$ cat src/hw/rtl/taq_pkg.sv
// Shared constants, codes and types of the threshold alarm qualifier.
// No dependencies; imported by every module of the block.
package taq_pkg;

    localparam int CHANNELS = 64;
    localparam int CH_IDX_W = (CHANNELS > 1) ? $clog2(CHANNELS) : 1;
    localparam int CH_W     = 6;
    localparam int DATA_W   = 32;
    localparam int CNT_W    = 8;
    localparam int LIMIT_W  = 4;

    localparam logic [CNT_W-1:0]   CNT_MAX      = '1;
    localparam logic [LIMIT_W-1:0] PERSIST_BASE = 4'd3;
    localparam logic [LIMIT_W-1:0] PERSIST_LONG = 4'd9;
    localparam logic [LIMIT_W-1:0] PERSIST_VOLT = 4'd2;

    // floor(13*r/10) = r + 19659*r[31:16] + floor((18*r[31:16] + 3*r[15:0]) / 10)
    localparam int HI_PROD_W = 31;
    localparam int LO_SUM_W  = 21;
    localparam int QUOT_W    = 18;
    localparam int CAP_W     = 33;
    localparam logic [14:0] HI_RECIP     = 15'd19659;
    localparam int          DIV10_SHIFT  = 25;
    localparam logic [21:0] DIV10_RECIP  = 22'd3355444;
    localparam int          DIV10_PROD_W = LO_SUM_W + 22;

    typedef enum logic [2:0] {
        CODE_OK        = 3'd0,
        CODE_MIN       = 3'd1,
        CODE_WARN_LOW  = 3'd2,
        CODE_WARN_HIGH = 3'd3,
        CODE_MAX       = 3'd4
    } t_alarm_code;

    typedef struct packed {
        logic [DATA_W-1:0] max_lim;
        logic [DATA_W-1:0] crit_max;
        logic [DATA_W-1:0] crit_min;
        logic [DATA_W-1:0] min_lim;
    } t_limits;

    typedef struct packed {
        logic enable;
        logic is_voltage;
        logic long_uptime;
        logic commit_permit;
    } t_flags;

    typedef struct packed {
        t_alarm_code      cls;
        logic [CNT_W-1:0] cnt;
    } t_chan_state;

    localparam t_chan_state STATE_RESET = '{cls: CODE_OK, cnt: '0};

    typedef struct packed {
        logic                rd_en;
        logic [CH_IDX_W-1:0] idx;
    } t_state_rd;

    typedef struct packed {
        logic                en;
        logic [CH_IDX_W-1:0] idx;
        t_chan_state         data;
    } t_state_wr;

endpackage

$ cat src/hw/rtl/taq_classify.sv
// Threshold ordering and reading classification (combinational).
// Depends on taq_pkg.
module taq_classify import taq_pkg::*; (
    input  logic [DATA_W-1:0] i_value,
    input  t_limits           i_lim,     // max already capped by rated value
    output t_limits           o_lim,
    output t_alarm_code       o_cls
);

    logic c_lt_m, n_lt_m, n_lt_c, l_lt_m, l_lt_c, l_lt_n;
    logic v_gt_m, v_gt_c, v_lt_m, v_lt_c, v_lt_n, v_lt_l;

    // all compares run against the uncorrected values in parallel;
    // x is below a min of several values only if it is below each of them
    always_comb begin
        c_lt_m = i_lim.crit_max < i_lim.max_lim;
        n_lt_m = i_lim.crit_min < i_lim.max_lim;
        n_lt_c = i_lim.crit_min < i_lim.crit_max;
        l_lt_m = i_lim.min_lim  < i_lim.max_lim;
        l_lt_c = i_lim.min_lim  < i_lim.crit_max;
        l_lt_n = i_lim.min_lim  < i_lim.crit_min;
        v_gt_m = i_value > i_lim.max_lim;
        v_gt_c = i_value > i_lim.crit_max;
        v_lt_m = i_value < i_lim.max_lim;
        v_lt_c = i_value < i_lim.crit_max;
        v_lt_n = i_value < i_lim.crit_min;
        v_lt_l = i_value < i_lim.min_lim;

        o_lim.max_lim  = i_lim.max_lim;
        o_lim.crit_max = c_lt_m ? i_lim.crit_max : i_lim.max_lim;
        o_lim.crit_min = (n_lt_m && n_lt_c) ? i_lim.crit_min : o_lim.crit_max;
        o_lim.min_lim  = (l_lt_m && l_lt_c && l_lt_n) ? i_lim.min_lim : o_lim.crit_min;

        if (v_gt_m) begin
            o_cls = CODE_MAX;
        end else if (v_gt_c) begin
            o_cls = CODE_WARN_HIGH;
        end else begin
            o_cls = CODE_OK;
        end
        // low side overrides high side
        if (v_lt_l && v_lt_n && v_lt_m && v_lt_c) begin
            o_cls = CODE_MIN;
        end else if (v_lt_n && v_lt_m && v_lt_c) begin
            o_cls = CODE_WARN_LOW;
        end
    end

endmodule

$ cat src/hw/rtl/taq_state.sv
// Per-channel alarm class and mismatch count store with write forwarding.
// Depends on taq_pkg.
module taq_state import taq_pkg::*; (
    input  logic        i_clk,
    input  logic        i_rst_n,
    input  t_state_rd   i_rd,
    input  t_state_wr   i_wr,
    output t_chan_state o_state
);

    t_chan_state         r_mem [CHANNELS];
    logic [CHANNELS-1:0] r_vld;
    t_chan_state         r_rd_data;
    logic                r_rd_vld;
    logic                r_fwd;
    t_chan_state         r_fwd_data;

    always_ff @(posedge i_clk) begin
        if (i_wr.en) begin
            r_mem[i_wr.idx] <= i_wr.data;
        end
        if (i_rd.rd_en) begin
            r_rd_data  <= r_mem[i_rd.idx];
            r_fwd_data <= i_wr.data;
        end
    end

    always_ff @(posedge i_clk) begin
        if (!i_rst_n) begin
            r_vld    <= '0;
            r_rd_vld <= 1'b0;
            r_fwd    <= 1'b0;
        end else begin
            if (i_wr.en) begin
                r_vld[i_wr.idx] <= 1'b1;
            end
            if (i_rd.rd_en) begin
                r_rd_vld <= r_vld[i_rd.idx];
                // a write landing on the same edge wins over the stale array
                r_fwd    <= i_wr.en && (i_wr.idx == i_rd.idx);
            end
        end
    end

    assign o_state = r_fwd ? r_fwd_data : (r_rd_vld ? r_rd_data : STATE_RESET);

endmodule

$ cat src/hw/rtl/threshold_alarm_qualifier_top.sv
// Threshold alarm qualifier: caps and orders four thresholds, classifies the reading
// and debounces the alarm class per channel. Depends on taq_pkg, taq_classify, taq_state.
// Throughput one item per cycle while the result channel does not stall.
// Each stage advances on its own, so bubbles collapse and items enter while a result waits.
// Reset (i_rst_n low, synchronous): pipeline empties, every channel reads as class ok, count 0.
module threshold_alarm_qualifier_top import taq_pkg::*; (
    input  logic              i_clk,
    input  logic              i_rst_n,
    // input channel
    input  logic              i_valid,
    output logic              o_stall,
    input  logic [CH_W-1:0]   i_channel,
    input  logic [DATA_W-1:0] i_value,
    input  logic [DATA_W-1:0] i_max_limit,
    input  logic [DATA_W-1:0] i_crit_max_limit,
    input  logic [DATA_W-1:0] i_crit_min_limit,
    input  logic [DATA_W-1:0] i_min_limit,
    input  logic [DATA_W-1:0] i_rated_value,
    input  logic              i_enable,
    input  logic              i_is_voltage,
    input  logic              i_long_uptime,
    input  logic              i_commit_permit,
    // result channel
    output logic              o_valid,
    input  logic              i_stall,
    output logic [2:0]        o_alarm_code,
    output logic              o_changed,
    output logic              o_severe,
    output logic              o_warning,
    output logic [DATA_W-1:0] o_new_max,
    output logic [DATA_W-1:0] o_new_crit_max,
    output logic [DATA_W-1:0] o_new_crit_min,
    output logic [DATA_W-1:0] o_new_min
);

    // Stages:
    //   s1  input register; rated value split into high and low halves
    //   s2  reciprocal multiply for the divide by ten, partial cap sum
    //   s3  final cap add, cap compare on max
    //   s4  threshold ordering and class; state read issued on exit
    //   s5  read-modify-write of the channel state
    //   out result register

    // ---------------- handshake ----------------
    logic r_s1_v, r_s2_v, r_s3_v, r_s4_v, r_s5_v, r_o_valid;
    logic rdy1, rdy2, rdy3, rdy4, rdy5, rdy6;

    assign rdy6 = !r_o_valid || !i_stall;
    assign rdy5 = !r_s5_v || rdy6;
    assign rdy4 = !r_s4_v || rdy5;
    assign rdy3 = !r_s3_v || rdy4;
    assign rdy2 = !r_s2_v || rdy3;
    assign rdy1 = !r_s1_v || rdy2;
    assign o_stall = !rdy1;

    always_ff @(posedge i_clk) begin
        if (!i_rst_n) begin
            r_s1_v    <= 1'b0;
            r_s2_v    <= 1'b0;
            r_s3_v    <= 1'b0;
            r_s4_v    <= 1'b0;
            r_s5_v    <= 1'b0;
            r_o_valid <= 1'b0;
        end else begin
            if (rdy1) r_s1_v    <= i_valid;
            if (rdy2) r_s2_v    <= r_s1_v;
            if (rdy3) r_s3_v    <= r_s2_v;
            if (rdy4) r_s4_v    <= r_s3_v;
            if (rdy5) r_s5_v    <= r_s4_v;
            if (rdy6) r_o_valid <= r_s5_v;
        end
    end

    // ---------------- s1: input register ----------------
    logic [CH_W-1:0]   r_s1_ch;
    logic [DATA_W-1:0] r_s1_value;
    t_limits           r_s1_lim;
    logic [DATA_W-1:0] r_s1_rated;
    t_flags            r_s1_flags;

    always_ff @(posedge i_clk) begin
        if (rdy1 && i_valid) begin
            r_s1_ch    <= i_channel;
            r_s1_value <= i_value;
            r_s1_lim   <= '{max_lim: i_max_limit, crit_max: i_crit_max_limit,
                            crit_min: i_crit_min_limit, min_lim: i_min_limit};
            r_s1_rated <= i_rated_value;
            r_s1_flags <= '{enable: i_enable, is_voltage: i_is_voltage,
                            long_uptime: i_long_uptime, commit_permit: i_commit_permit};
        end
    end

    // 13r/10 = r + 3r/10; 3r/10 split at bit 16 since 65536 = 6553*10 + 6
    logic [HI_PROD_W-1:0] n_s2_hi;
    logic [LO_SUM_W-1:0]  n_s2_lo;
    logic [LO_SUM_W-1:0]  s1_rh, s1_rl;

    assign s1_rh   = LO_SUM_W'(r_s1_rated[DATA_W-1:16]);
    assign s1_rl   = LO_SUM_W'(r_s1_rated[15:0]);
    assign n_s2_hi = HI_PROD_W'(r_s1_rated[DATA_W-1:16]) * HI_PROD_W'(HI_RECIP);
    assign n_s2_lo = (s1_rh << 4) + (s1_rh << 1) + (s1_rl << 1) + s1_rl;

    // ---------------- s2 ----------------
    logic [CH_W-1:0]      r_s2_ch;
    logic [DATA_W-1:0]    r_s2_value;
    t_limits              r_s2_lim;
    logic [DATA_W-1:0]    r_s2_rated;
    t_flags               r_s2_flags;
    logic [HI_PROD_W-1:0] r_s2_hi;
    logic [LO_SUM_W-1:0]  r_s2_lo;

    always_ff @(posedge i_clk) begin
        if (rdy2 && r_s1_v) begin
            r_s2_ch    <= r_s1_ch;
            r_s2_value <= r_s1_value;
            r_s2_lim   <= r_s1_lim;
            r_s2_rated <= r_s1_rated;
            r_s2_flags <= r_s1_flags;
            r_s2_hi    <= n_s2_hi;
            r_s2_lo    <= n_s2_lo;
        end
    end

    // divide by ten via reciprocal: exact for the low-sum range
    logic [DIV10_PROD_W-1:0] s2_div_prod;
    logic [QUOT_W-1:0]       n_s3_quot;
    logic [CAP_W-1:0]        n_s3_sum;

    assign s2_div_prod = DIV10_PROD_W'(r_s2_lo) * DIV10_PROD_W'(DIV10_RECIP);
    assign n_s3_quot   = s2_div_prod[DIV10_SHIFT +: QUOT_W];
    assign n_s3_sum    = CAP_W'(r_s2_rated) + CAP_W'(r_s2_hi);

    // ---------------- s3 ----------------
    logic [CH_W-1:0]   r_s3_ch;
    logic [DATA_W-1:0] r_s3_value;
    t_limits           r_s3_lim;
    logic              r_s3_rnz;
    t_flags            r_s3_flags;
    logic [QUOT_W-1:0] r_s3_quot;
    logic [CAP_W-1:0]  r_s3_sum;

    always_ff @(posedge i_clk) begin
        if (rdy3 && r_s2_v) begin
            r_s3_ch    <= r_s2_ch;
            r_s3_value <= r_s2_value;
            r_s3_lim   <= r_s2_lim;
            r_s3_rnz   <= |r_s2_rated;
            r_s3_flags <= r_s2_flags;
            r_s3_quot  <= n_s3_quot;
            r_s3_sum   <= n_s3_sum;
        end
    end

    logic [CAP_W-1:0] s3_cap;
    logic             s3_do_cap;
    t_limits          n_s4_lim;

    // a disabled channel passes its thresholds through untouched
    assign s3_cap    = r_s3_sum + CAP_W'(r_s3_quot);
    assign s3_do_cap = r_s3_rnz && r_s3_flags.enable
                       && (CAP_W'(r_s3_lim.max_lim) > s3_cap);

    always_comb begin
        n_s4_lim = r_s3_lim;
        if (s3_do_cap) begin
            n_s4_lim.max_lim = s3_cap[DATA_W-1:0];
        end
    end

    // ---------------- s4 ----------------
    logic [CH_W-1:0]   r_s4_ch;
    logic [DATA_W-1:0] r_s4_value;
    t_limits           r_s4_lim;
    t_flags            r_s4_flags;

    always_ff @(posedge i_clk) begin
        if (rdy4 && r_s3_v) begin
            r_s4_ch    <= r_s3_ch;
            r_s4_value <= r_s3_value;
            r_s4_lim   <= n_s4_lim;
            r_s4_flags <= r_s3_flags;
        end
    end

    t_limits     s4_lim_corr;
    t_alarm_code s4_cls;
    t_limits     n_s5_lim;
    logic        n_s5_valid_ch;

    taq_classify u_classify (
        .i_value (r_s4_value),
        .i_lim   (r_s4_lim),
        .o_lim   (s4_lim_corr),
        .o_cls   (s4_cls)
    );

    assign n_s5_lim      = r_s4_flags.enable ? s4_lim_corr : r_s4_lim;
    assign n_s5_valid_ch = 32'(r_s4_ch) < 32'(CHANNELS);

    // ---------------- s5: channel state update ----------------
    logic [CH_IDX_W-1:0] r_s5_idx;
    logic                r_s5_valid_ch;
    t_alarm_code         r_s5_cls;
    t_limits             r_s5_lim;
    t_flags              r_s5_flags;

    always_ff @(posedge i_clk) begin
        if (rdy5 && r_s4_v) begin
            r_s5_idx      <= CH_IDX_W'(r_s4_ch);
            r_s5_valid_ch <= n_s5_valid_ch;
            r_s5_cls      <= s4_cls;
            r_s5_lim      <= n_s5_lim;
            r_s5_flags    <= r_s4_flags;
        end
    end

    t_state_rd   st_rd;
    t_state_wr   st_wr;
    t_chan_state st_rdata;

    assign st_rd.rd_en = rdy5 && r_s4_v;
    assign st_rd.idx   = CH_IDX_W'(r_s4_ch);

    taq_state u_state (
        .i_clk   (i_clk),
        .i_rst_n (i_rst_n),
        .i_rd    (st_rd),
        .i_wr    (st_wr),
        .o_state (st_rdata)
    );

    t_chan_state          s5_prev;
    t_chan_state          s5_next;
    logic [LIMIT_W-1:0]   s5_limit;
    t_alarm_code          n_o_code;
    logic                 n_o_changed;

    // channels beyond the store act as ok with zero count, never updated
    assign s5_prev  = r_s5_valid_ch ? st_rdata : STATE_RESET;
    assign s5_limit = (r_s5_flags.long_uptime ? PERSIST_LONG : PERSIST_BASE)
                      + (r_s5_flags.is_voltage ? PERSIST_VOLT : '0);

    always_comb begin
        s5_next     = s5_prev;
        n_o_code    = CODE_OK;
        n_o_changed = 1'b0;
        if (!r_s5_flags.enable) begin
            s5_next.cls = CODE_OK;
        end else if (s5_prev.cls != r_s5_cls) begin
            // mismatch: count up (saturating) whatever the permit
            if (s5_prev.cnt != CNT_MAX) begin
                s5_next.cnt = s5_prev.cnt + CNT_W'(1);
            end
            // commit uses the count from before this item
            if ((s5_prev.cnt > CNT_W'(s5_limit)) && r_s5_flags.commit_permit
                && r_s5_valid_ch) begin
                s5_next.cls = r_s5_cls;
                n_o_code    = r_s5_cls;
                n_o_changed = 1'b1;
            end
        end else begin
            s5_next.cnt = '0;
            n_o_code    = r_s5_cls;
        end
    end

    assign st_wr.en   = r_s5_v && rdy6 && r_s5_valid_ch;
    assign st_wr.idx  = r_s5_idx;
    assign st_wr.data = s5_next;

    // ---------------- result register ----------------
    t_alarm_code r_o_code;
    logic        r_o_changed;
    logic        r_o_severe;
    logic        r_o_warning;
    t_limits     r_o_lim;

    always_ff @(posedge i_clk) begin
        if (rdy6 && r_s5_v) begin
            r_o_code    <= n_o_code;
            r_o_changed <= n_o_changed;
            r_o_severe  <= (n_o_code == CODE_MAX) || (n_o_code == CODE_MIN);
            r_o_warning <= (n_o_code == CODE_WARN_HIGH) || (n_o_code == CODE_WARN_LOW);
            r_o_lim     <= r_s5_lim;
        end
    end

    assign o_valid        = r_o_valid;
    assign o_alarm_code   = r_o_code;
    assign o_changed      = r_o_changed;
    assign o_severe       = r_o_severe;
    assign o_warning      = r_o_warning;
    assign o_new_max      = r_o_lim.max_lim;
    assign o_new_crit_max = r_o_lim.crit_max;
    assign o_new_crit_min = r_o_lim.crit_min;
    assign o_new_min      = r_o_lim.min_lim;

endmodule

$ cat config.mk
export PLATFORM = sky130hd
export DESIGN_NAME = threshold_alarm_qualifier_top
export DESIGN_NICKNAME = d
export VERILOG_FILES = /design/src/hw/rtl/taq_pkg.sv /design/src/hw/rtl/taq_classify.sv /design/src/hw/rtl/taq_state.sv /design/src/hw/rtl/threshold_alarm_qualifier_top.sv
export SDC_FILE = /design/constraint.sdc
export NUM_CORES = 2
export LEC_CHECK = 0
export BUFFER_PORTS_ARGS = -buffer_cell sky130_fd_sc_hd__clkbuf_2
export CORE_MARGIN = 4
export CORE_UTILIZATION = 40
export DETAILED_ROUTE_END_ITERATION = 6
export REMOVE_ABC_BUFFERS = 1
export SYNTH_ARGS = -nofsm -noshare
export SYNTH_HDL_FRONTEND = slang
export SYNTH_SLANG_ARGS = --single-unit
$ cat constraint.sdc
create_clock -name i_clk -period 26.9 [get_ports i_clk]
set_input_delay 1.345 -clock i_clk [delete_from_list [all_inputs] [get_ports i_clk]]
set_output_delay 1.345 -clock i_clk [all_outputs]
set_load 0.02 [all_outputs]
# After elaboration in Yosys (flattened, before gate mapping)
# Memory sizes are Yosys's and may differ from the RTL's. A register that Yosys moved wholly into a read port is not among the register bits.
# Index checks and enable logic that the tools add are counted.
# classes
n_addsub	7
n_mul	2
magnitude_cmp	17
eq_ne	7
n_mux	28
n_bitwise	1
reduce_logical	38
# op_table
op	n
$lt 32x32->1	10
$mux 32	4
$mux 96	1
$gt 32x32->1	2
$or 64x64->64	1
$mul 21x20->41 const B	1
$add 32x31->33	1
$add 33x18->33	1
$gt 32x33->1	1
$reduce_or 32->1	1
$mul 16x15->31 const B	1
$mux 8	3
$mux 11	2
$add 20x17->21	1
$add 21x16->21	1
$add 21x17->21	1
$mux 3	7
$logic_and 1x1->1	19
$lt 6x7->1 const B	2
$add 8x1->8 const B	1
$gt 8x4->1	1
$logic_not 1->1	8
$logic_or 1x1->1	8
$ne 8x8->1 const B	1
other kinds (14)	21
# word_totals
ff_bits	1206
mem_bits_rw	704
in_bits	206
output_inout_bits	136
word_cells	178
memories	1
# memory_table
memory	depth	word_bits	rd	rd_clocked_by_memory_dff	wr	line	source
u_state.r_mem	64	11	1	1	1	taq_state.sv:11	t_chan_state r_mem [CHANNELS];

# Logic depth before layout (Yosys ltp)
# logic_depth
depth_word	9
depth_mapped	23
ltp_nobuf	23

# Cells and area by module
# A second synthesis with hierarchy kept.
# hier_totals
hier_cells	5587
area_unflattened_um2	91600.4
# modules_own_cells
module	n_inst	cells_per_inst	area_per_inst_um2	seq_area_each_um2
threshold_alarm_qualifier_top	1	3149	52290.2	33782.4
taq_state	1	1353	30346.6	23122.2
taq_classify	1	1085	8963.6	0.0

# Worst setup path before layout
# No wires, ideal clock.
# synth_timing
path_type	in2reg
start	input i_stall
end	register r_s2_ch[0] (enable)
setup_time_ns	1.251
t_arrival_ns	19.915
required_ns	25.649
slack_ns	5.734
cell_stages	3
n_path_buf	0
path_cell_list	and3_1 and3_1 a21boi_0
# synth_between
elab_chain_cells	7
# synth_rtl
item	line	source
start: declaration	threshold_alarm_qualifier_top.sv:25	input logic i_stall,
$logic_not 1->1	threshold_alarm_qualifier_top.sv:48	assign rdy6 = !r_o_valid || !i_stall;
$logic_or 1x1->1	threshold_alarm_qualifier_top.sv:48	
$logic_or 1x1->1	threshold_alarm_qualifier_top.sv:49	assign rdy5 = !r_s5_v || rdy6;
$logic_or 1x1->1	threshold_alarm_qualifier_top.sv:50	assign rdy4 = !r_s4_v || rdy5;
$logic_or 1x1->1	threshold_alarm_qualifier_top.sv:51	assign rdy3 = !r_s3_v || rdy4;
$logic_or 1x1->1	threshold_alarm_qualifier_top.sv:52	assign rdy2 = !r_s2_v || rdy3;
$logic_and 1x1->1	threshold_alarm_qualifier_top.sv:113	if (rdy2 && r_s1_v) begin
end signal: assignment	threshold_alarm_qualifier_top.sv:114	r_s2_ch <= r_s1_ch;
end: declaration	threshold_alarm_qualifier_top.sv:104	logic [CH_W-1:0] r_s2_ch;
# Every way passes these cells.
# A chain may end at the register's enable or synchronous reset.

==> impl_metrics.json <==
{
  "grt_pass1_vias": 50530,
  "yosysWarnings": 0,
  "gr-total-overflow": 0,
  "ys_seq_area_frac": 0.6292,
  "routed_wl_um": 228800,
  "switching_share": 0.3932,
  "num-fill-cells": 19433,
  "avgSynthCellArea_um2": 16.19,
  "dp_hpwl_um": 163300,
  "grtUsageTotal": 0.1944,
  "internal_power_mw": 8.528,
  "worst_ir_drop_vdd_mv": 0.3518,
  "dr.pass1.iters": 6,
  "hold_start": "r_s5_lim[8]$_DFFE_PP_",
  "crit_path_end_kind": "flop",
  "viasPerCell": 5.290,
  "hold_viol_final": 0,
  "worstRegToRegCells": 20,
  "slew_violations": 0,
  "cts-resized-gates": 0,
  "power_density_nw_per_um2": 136.6,
  "switchingPower_mw": 5.527,
  "final_common_cell": "edfxtp_1",
  "drt_iter0_drc": 4302,
  "cp-startpoint": "r_s2_rated[0]$_DFFE_PP_",
  "final_layout_size_suffix_gt1_frac": 0.1705,
  "critPathMaxFanout": 9,
  "wl_per_cell_um": 24.74,
  "setup_viol": 0,
  "io_buffer_count": 341,
  "drv_cap": 0,
  "status": "complete, no violations",
  "drc": 0,
  "clock.fmax_mhz": 143.3,
  "grt_max_degree": 169,
  "synthFlopType": "edfxtp_1",
  "cts_hold_buf": 0,
  "initial_core_util": 0.4022,
  "crit_type": "flop to flop",
  "netlist_instances": 5587,
  "die-height_um": 483.5,
  "grt_pass1_wl_um": 339200,
  "die_width_um": 483.5,
  "async_flop_share": 0,
  "timing.rr.start": "r_s2_rated[0]$_DFFE_PP_",
  "synth_edf_count": 1847,
  "boundaryPins": 342,
  "leakagePower_nw": 37.38,
  "pwr-share-comb": 0.539,
  "cts_inserted_buffers": 196,
  "worst_pin_slew_ps": 1375,
  "cp.arrival_ps": 7560,
  "cts.sinks": 1919,
  "cts.path.max_buffers": 3,
  "final.setup.tns_ps": 0,
  "ant_nets": 0,
  "cts-root-buf": "clkbuf_16",
  "netlist_area_um2": 90440,
  "grt_antenna_before_repair": 15,
  "dieArea_um2": 233800,
  "row_count": 174,
  "layout.cells.most_common_list": "edfxtp_1 (1847), ha_1 (744), inv_1 (582)",
  "multiInputGateArea_um2": 30950,
  "skew_ps": 81.32,
  "insertion_delay_ps": 860,
  "fin_crit_sh": 0.2595,
  "core_um2": 224900,
  "worst-endpoint-required_ps": 27480,
  "syn_to_final_growth_pct": 13.75,
  "place.gp.congestion": 0.9117,
  "ys_ff_latch": 1919,
  "cts_tree": "yes",
  "final_nets": 7280,
  "grt_setup_unrepaired": "false",
  "htreeDepth": 4,
  "whs_path_depth": 0,
  "post-route-min-period_ps": 6980,
  "seq_area_um2": 56900,
  "finalPower_mw": 14.05,
  "relSlewSlack": 0.08006,
  "hold_class": "flop to flop",
  "cts.clk_slew.worst_paths_ps": 60,
  "critPathLaunchType": "flop",
  "power.share.clock": 0.197,
  "cts_setup_buffers": 0,
  "seqPwrFrac": 0.265,
  "vias": 48933,
  "yosysUniqueCellTypes": 84
}
-- synthesized netlist by cell type (all sizes together) (25+ instances only) --
cell / count / area, um2
edfxtp: 1847 / 55460
ha: 744 / 9309
inv: 583 / 2188
mux4: 252 / 5675
fa: 247 / 4945
a21oi: 200 / 1005
nor2: 174 / 653.1
o21ai: 154 / 774.5
nand2: 141 / 529.3
a21o: 137 / 1028
o21a: 91 / 683.2
clkbuf: 86 / 322.8
nand3: 83 / 415.4
a31oi: 79 / 494.2
xnor2: 76 / 665.6
dfxtp: 72 / 1441
nand4: 70 / 437.9
a211oi: 49 / 377.9
nor2b: 47 / 294.0
xor2: 47 / 411.6
buf: 44 / 250.2
mux2: 35 / 506.7
mux2i: 32 / 320.3
nor3: 30 / 150.1
and3: 25 / 156.4
-- cell families (layout without fill, tap and decap cells) --
| group | count (synthesis) | after routing | synth area share |
|---|---|---|---|
| AOI/OAI and AO/OA | 857 | 857 | 0.06263 |
| xor gates and xnor gates | 123 | 123 | 0.01191 |
| adders and majority gates | 991 | 991 | 0.1576 |
| buffers and inverters | 713 | 1378 | 0.03053 |
| DFF | 1919 | 1919 | 0.6292 |
| muxes | 319 | 319 | 0.07190 |
| other | 0 | 6 | 0 |
| and+or+nand+nor | 665 | 665 | 0.03625 |
-- worst max-delay path: stages (launching register included) --
cell and delay, ps:
edfxtp_1 670, ha_1 330, xor2_1 260, ha_1 300, fa_1 510, fa_1 520, fa_1 550, fa_1 560
inv_1 60, fa_1 500, inv_1 50, ha_1 290, a21oi_1 70, o21ai_0 270, a21oi_1 70, a211oi_1 810
a211oi_2 250, nor2_1 230, a311o_1 230, a21oi_1 90, xnor2_1 130
-- final timing paths --
path	to	slack, ps
worst max-delay path	r_s3_quot[11]$_DFFE_PP_	19920
worst min-delay path	o_new_min[8]$_DFFE_PP_	370
worst max register to register	r_s3_quot[11]$_DFFE_PP_	19920
worst min register to register	o_new_min[8]$_DFFE_PP_	370
-- flip-flops by register name, indices dropped and copies added, names as in the netlist, 18 cells and up --
name and count:
r_s2_lo 20, r_s3_lim 32, r_s1_rated 32, r_s3_quot 18, r_s3_value 32, r_s2_value 32
r_s4_value 32, r_s2_rated 32, n_s4_lim 96, o_new_crit_min 32, r_s4_lim 128, u_state.r_mem 704
o_new_min 32, r_s2_hi 30, o_new_crit_max 32, r_s1_value 32, o_new_max 32, r_s2_lim 128
r_s1_lim 128, r_s5_lim 128, u_state.r_vld 64, r_s3_sum 33
-- layout make-up --
class	count	share of cell area
sequential	1919	0.5531
multi-input combinational	2955	0.3009
clock buffer	225	0.04934
tap	2992	0.03639
timing repair buffer	428	0.02358
inverter	583	0.02134
clock inverter	142	0.01518
antenna	6	0.0001459
-- per-stage QoR --
| step | util | cells | worst slack (ps) | hold WS [ps] | instance area (um2) |
|---|---|---|---|---|---|
| global route | 0.4574 | 9248 | 19400 | 375.2 | 102900 |
| CTS | 0.4573 | 9243 | 19760 | 377.8 | 102900 |
| finish | 0.4575 | 9250 | 19920 | 373.5 | 102900 |
| detailed placement | 0.4278 | 8876 | 19720 | 404.5 | 96210 |
| global placement | 0.4278 | 8876 | 19720 | 400.9 | 96210 |
| floorplan | - | 5457 | 5734 | 400.3 | 89870 |
-- power by group through the flow --
| stage | Sequential (mW) | Combinational [mW] | Clock [mW] |
|---|---|---|---|
| floorplan | 3.77 | 5.79 | 0 |
| detailed placement | 3.78 | 7.62 | 0 |
| CTS | 3.72 | 7.68 | 2.83 |
| finish | 3.72 | 7.57 | 2.76 |
| global placement | 3.78 | 7.51 | 0 |
| global route | 3.72 | 8.83 | 2.96 |
-- metal layers --
metal / track usage / vias to the layer above / part of all wire
met5: 0 / - / 0
met1: 0.2741 / 24817 / 0.44
li1: - / 22316 / -
met4: 0.06491 / 0 / 0.034
met3: 0.02911 / 334 / 0.054
met2: 0.3101 / 1466 / 0.47
No activity file was read; power rests on OpenSTA's default activity.
